File: config.mk
export PLATFORM = sky130hd
export DESIGN_NAME = mfld_ctrl
export DESIGN_NICKNAME = d
export VERILOG_FILES = /design/src/mfld_pkg.sv /design/src/mfld_ctrl.sv
export SDC_FILE = /design/constraint.sdc
export NUM_CORES = 1
export LEC_CHECK = 0
export ABC_AREA = 1
export BUFFER_PORTS_ARGS = -buffer_cell sky130_fd_sc_hd__buf_2
export CORE_AREA = 5 5 42 44
export DETAILED_ROUTE_END_ITERATION = 10
export DIE_AREA = 0 0 47 49
export HOLD_SLACK_MARGIN = 0.03
export SLEW_MARGIN = 5
export SYNTH_ARGS = -nofsm -noshare
export SYNTH_HDL_FRONTEND = slang
export SYNTH_SLANG_ARGS = --single-unit
File: constraint.sdc
create_clock -name i_clk -period 1.4 [get_ports i_clk]
set_input_delay 0.07 -clock i_clk [delete_from_list [all_inputs] [get_ports i_clk]]
set_output_delay 0.07 -clock i_clk [all_outputs]
set_load 0.01 [all_outputs]
File: src/mfld_pkg.sv
// Package with the shared constants, command codes, state encoding and control structs.
package mfld_pkg;

    localparam int SCREEN_WIDTH  = 128;
    localparam int SCREEN_HEIGHT = 64;
    localparam int PAGE_ROWS     = 8;
    localparam int PAGE_COUNT    = (SCREEN_HEIGHT + PAGE_ROWS - 1) / PAGE_ROWS;
    localparam int STORE_SIZE    = SCREEN_WIDTH * PAGE_COUNT;
    localparam int ADDR_W        = $clog2(STORE_SIZE);
    localparam int ROW_BIT_W     = $clog2(PAGE_ROWS);
    localparam int COORD_W       = 10;
    localparam int BYTE_ADDR_W   = 10;
    localparam int DATA_W        = 8;
    localparam int ERR_W         = COORD_W + 3;
    localparam int CMP_W         = BYTE_ADDR_W + ADDR_W + 1;

    typedef logic signed [COORD_W-1:0] t_coord;

    typedef enum logic [1:0] {
        CMD_CLEAR = 2'd0,
        CMD_PIXEL = 2'd1,
        CMD_LINE  = 2'd2,
        CMD_READ  = 2'd3
    } t_cmd;

    typedef enum logic [2:0] {
        ST_INIT,
        ST_IDLE,
        ST_CLEAR,
        ST_DRAW,
        ST_READ,
        ST_FIN
    } t_state;

    typedef struct packed {
        logic load;
        logic clr_en;
        logic walk_en;
        logic rd_en;
        logic out_load;
    } t_dp_ctl;

    typedef struct packed {
        logic clr_last;
        logic walk_last;
    } t_dp_sts;

endpackage

File: src/mfld_ctrl.sv
// Controller state machine: sequences clear sweeps, line walks and reads, and owns the handshakes.
module mfld_ctrl (
    input  logic              i_clk,
    input  logic              i_rst_n,
    input  logic              i_in_valid,
    output logic              o_in_ready,
    input  logic [1:0]        i_cmd,
    output logic              o_out_valid,
    input  logic              i_out_ready,
    output mfld_pkg::t_dp_ctl o_ctl,
    input  mfld_pkg::t_dp_sts i_sts
);
    import mfld_pkg::*;

    t_state r_state, n_state;
    logic   r_out_valid, n_out_valid;
    logic   accept;

    assign accept = (r_state == ST_IDLE) && i_in_valid;

    always_comb begin
        n_state = r_state;
        case (r_state)
            ST_INIT: begin
                if (i_sts.clr_last) begin
                    n_state = ST_IDLE;
                end
            end
            ST_IDLE: begin
                if (i_in_valid) begin
                    case (i_cmd)
                        CMD_CLEAR: n_state = ST_CLEAR;
                        CMD_PIXEL: n_state = ST_DRAW;
                        CMD_LINE:  n_state = ST_DRAW;
                        CMD_READ:  n_state = ST_READ;
                        default:   n_state = ST_READ;
                    endcase
                end
            end
            ST_CLEAR: begin
                if (i_sts.clr_last) begin
                    n_state = ST_FIN;
                end
            end
            ST_DRAW: begin
                if (i_sts.walk_last) begin
                    n_state = ST_FIN;
                end
            end
            ST_READ: n_state = ST_FIN;
            ST_FIN: begin
                if (!r_out_valid || i_out_ready) begin
                    n_state = ST_IDLE;
                end
            end
            default: n_state = ST_INIT;
        endcase
    end

    always_comb begin
        o_ctl          = '0;
        o_in_ready     = 1'b0;
        o_ctl.load     = accept;
        case (r_state)
            ST_INIT:  o_ctl.clr_en = 1'b1;
            ST_IDLE:  o_in_ready = 1'b1;
            ST_CLEAR: o_ctl.clr_en = 1'b1;
            ST_DRAW:  o_ctl.walk_en = 1'b1;
            ST_READ:  o_ctl.rd_en = 1'b1;
            ST_FIN:   o_ctl.out_load = !r_out_valid || i_out_ready;
            default:  o_ctl = '0;
        endcase
        if (o_ctl.out_load) begin
            n_out_valid = 1'b1;
        end else if (i_out_ready) begin
            n_out_valid = 1'b0;
        end else begin
            n_out_valid = r_out_valid;
        end
    end

    always_ff @(posedge i_clk) begin
        if (!i_rst_n) begin
            r_state     <= ST_INIT;
            r_out_valid <= 1'b0;
        end else begin
            r_state     <= n_state;
            r_out_valid <= n_out_valid;
        end
    end

    assign o_out_valid = r_out_valid;

endmodule

-- Word level (Yosys, flattened, before mapping)
Cells that the tools add are included.
- bits of input ports: 8
- bits in registers: 4
- output and inout bits: 7
- word-level logic and storage cells: 40
- equality and inequality tests: 13
- reductions and logical operators: 10
- muxes and demuxes: 15
- operators with widths (operator ; count):
    one-hot mux 3 bit (6 select lines) ; 1
    2-to-1 mux 3 bit ; 5
    != test 2 bit, second input constant ; 5
    one-hot mux 3 bit (3 select lines) ; 1
    2-to-1 mux 1 bit ; 8
    == test 3 x 2 -> 1 bit, second input constant ; 2
    == test 3 bit, second input constant ; 2
    OR reduction 6 bit ; 1
    AND reduction 5 bit ; 1
    == test 2 bit, second input constant ; 2
    OR reduction 2 bit ; 2
    == test 3 x 1 -> 1 bit, second input constant ; 1
    logical NOT 3 bit ; 1
    == test 2 x 1 -> 1 bit, second input constant ; 1
    logical NOT 2 bit ; 1
    nonzero test 2 bit ; 1
    logical AND 1 bit ; 1
    logical NOT 1 bit ; 1
    logical OR 1 bit ; 1

-- Longest topological paths before layout
- depth after elaboration: 5
- depth in mapped cells: 9
- depth with buffers taken out: 8

-- Worst setup path before layout
No wires, ideal clock.
- kind: register -> register
- start point: reg r_state[2]
- end point: reg r_state[2]
- required time: 1.336 ns
- slack: 0.342 ns
- path buffers: 1
- library setup time: 0.064 ns
- arrival time: 0.994 ns
- period minus slack after synthesis: 1.058 ns
- cell stages (with the launch flop): 9
- path through: dfxtp_1 buf_6 inv_2 nand2_1 nor2_1 nand2_1 o211ai_1 nor2_1 nor2_1
- word-level cells in the longest chain between the ends: 3
- elaborated cells between the ends (all ways): 13
- those cells by class: eq/ne (10); mux (1); reduce/logical (2)
- RTL lines (what ; RTL line ; source):
    from (decl) ; mfld_ctrl.sv:15 ; t_state r_state, n_state;
    from (signal assigned) ; mfld_ctrl.sv:87 ; r_state <= n_state;
    == test 3 bit (tied with other cells) ; mfld_ctrl.sv:23 ; case (r_state)
    != test 2 bit (no source line) ; -- ;
    AND reduction 5 bit (no source line) ; -- ;
Several ways; a longest one is shown, not always the timed one.
A chain may end at the register's enable or synchronous reset.

-- Final worst setup path
Same ends and word-level chain as after synthesis.

==> metrics.md <==
| Metric | Value |
|---|---|
| Status | `complete, no violations` |
| Worst Path Required | `1.56 ns` |
| CP max stage cell | `dfxtp_1` |
| HP Class | `input port to register` |
| Post-Synthesis Cells | `49` |
| Height of the die | `49 um` |
| PwrDens | `1480 nW/um^2` |
| Placed cell areas | `377 um^2` |
| Final Hold Violating Endpoints | `0` |
| Clock root buffer | `clkbuf_4` |
| Combinational power share | `42.7%` |
| Net Count, Synth | `58` |
| Final period util | `87.3%` |
| ANT nets after route | `0` |
| Final setup viols | `0` |
| Crit path buffers/inverters | `1` |
| Vias | `330` |
| Fill count | `166` |
| P_int | `0.341 mW` |
| Vias in the first global route | `303` |
| Initial antenna violation count | `0` |
| Most frequent cells in the layout | `nor2_1, buf_2, nand2_1` |
| Max Transition Viols Final | `0` |
| GRT Total Usage | `7.04%` |
| Worst path arrival time | `1.38 ns` |
| First-pass GRT wire length | `1.12 mm` |
| Post-DP HPWL | `611 um` |
| CTS clk-pin slew, worst paths | `0.04 ns` |
| Clk Latency, worst-skew pair | `0.24 ns` |
| GR Overflow Total | `0` |
| Post_cts resized | `0` |
| Worst clock skew | `0.00740 ns` |
| FMAX | `0.818 GHz` |
| Setup_tns | `0 ns` |
| Reg2reg setup slack | `0.18 ns` |
| Synthesized flop and latch total | `4` |
| DR DRC count | `0` |
| Drt initial violations | `4` |
| Slew HR | `76.2%` |
| Max_cap viols | `0` |
| Worst path cell trace | `inv_2 -> nand3_2 -> nor2_2 -> nor2_2 -> nand2_2 -> nand2_1 -> nand2_1 -> nor2_1` |
| N_diodes | `0` |
| Layout area overhead | `30.7%` |
| Sw frac | `42.5%` |
| Worst-margin pin slew | `0.357 ns` |
| I/O pin total | `15` |
| TritonCTS Buffers | `3` |
| Port Buf Inserts | `14` |
| Critical Path Max Stage Delay | `0.52 ns` |
| DIE AREA | `2300 um^2` |
| Worst-path maximum fanout | `9` |
| Crit path max-delay family | `simple AND/OR/NAND/NOR gates` |
| Synth Cell Area | `305 um^2` |
| RSZ-0062 raised after global routing | `false` |
| Post-CTS setup buffers | `0` |
| Nets@finish | `75` |
| H-tree levels | `1` |
| CP startpoint kind | `register` |
| Layout cell share with drive strength beyond 1 | `39.1%` |
| Worst VDD drop | `0.326 mV` |
| Die Wd | `47 um` |
| Fin Hold WS | `0.0784 ns` |
| GPL Wtd Cong | `0.740` |
| Leakage power | `0.223 nW` |
| Drt pass-1 iters | `4` |
| Clock power frac | `24.5%` |
| Min Tclk post-route | `1.22 ns` |
| Post-CTS Hold Fix Bufs | `0` |
| Area of the core | `1400 um^2` |
| Largest net degree at the start of global routing | `10` |
| Vias per cell | `4.13` |
| Register area share after synthesis | `26.2%` |
| Rows | `14` |
| P_sw | `0.252 mW` |
| Worst setup EP type | `register` |
| Seq pwr share | `32.8%` |
| CTS tree | `built` |
| Initial Util | `21.8%` |
| Post-route cell area | `399 um^2` |
| Routed WL | `723 um` |
| Setup CP Type | `register to register` |
| Clk buf depth | `2` |
| Mean routed wirelength per cell | `9.04 um` |
| Distinct cells, synth | `16` |
| Synth warn | `0` |
| CTS Sinks | `4` |
| Syn avg cell area | `6.23 um^2` |
[final cells by class]
class / instances / area [um^2] / share of cell area [%]
Inverter: 7 / 26.3 / 6.58
Multi-Input combinational cell: 36 / 180 / 45.1
Timing Repair Buffer: 14 / 70.1 / 17.6
Sequential cell: 4 / 80.1 / 20.1
Tap cell: 16 / 20.0 / 5.02
Clock buffer: 3 / 22.5 / 5.64
[power groups by stage]
| stage | logic, mW | registers [mW] | clock network (mW) |
|---|---|---|---|
| after floorplan | 0.224 | 0.168 | 0 |
| after global placement | 0.257 | 0.196 | 0 |
| after detailed placement | 0.256 | 0.196 | 0 |
| after CTS | 0.258 | 0.194 | 0.155 |
| after global routing | 0.285 | 0.202 | 0.165 |
| final | 0.253 | 0.194 | 0.145 |
[metrics by stage]
step	cells	worst slack [ns]	utilization, %	power [mW]
global route	80	0.0430	28.5	0.652
finish	80	0.178	28.5	0.592
global placement	77	0.186	26.9	0.453
floorplan	49	0.342	-	0.392
CTS	80	0.166	28.5	0.606
detailed placement	77	0.181	26.9	0.451
[Yosys cell counts (all sizes together)]
library cell / number / area share, %
a21oi: 3 / 4.9
buf: 2 / 6.1
dfxtp: 4 / 26
ha: 1 / 4.1
inv: 7 / 8.6
nand2: 10 / 13
nand3: 2 / 6.6
nor2: 16 / 21
nor3: 2 / 4.9
o211ai: 1 / 2.5
o21ai: 1 / 1.6
[worst paths after layout]
path	start	end	depth (start not counted)
setup / recovery	r_state[2]	r_state[2]	8
hold / removal	i_rst_n	r_state[1]	3
setup reg to reg	r_state[2]	r_state[2]	8
hold reg to reg	o_out_valid	o_out_valid	2
[kinds of logic after synthesis]
kind of cell,Yosys count,share of synthesized area (%)
adder cells (fa/ha/maj),1,4.10
AND/OR/NAND/NOR,30,45.9
flip-flops,4,26.2
AO/OA/AOI/OAI,5,9.01
buffers and inverters,9,14.8
[tightest hold or removal path: cells and delay by family]
kind	cells	cell delay, ns
simple gates	2	0.09
buf+inv	1	0.11
[routing by layer]
metal,vias up,global-route usage (%),routed length (um)
met3,0,4.06,91
li1,181,-,-
met4,0,5.53,0
met5,-,0,0
met1,139,6.80,285
met2,10,10.4,347
[state kept, by name, indices dropped and copies added, names as in the netlist]
register,count
o_out_valid,1
r_state,3
(Power assumes the default switching activity.)
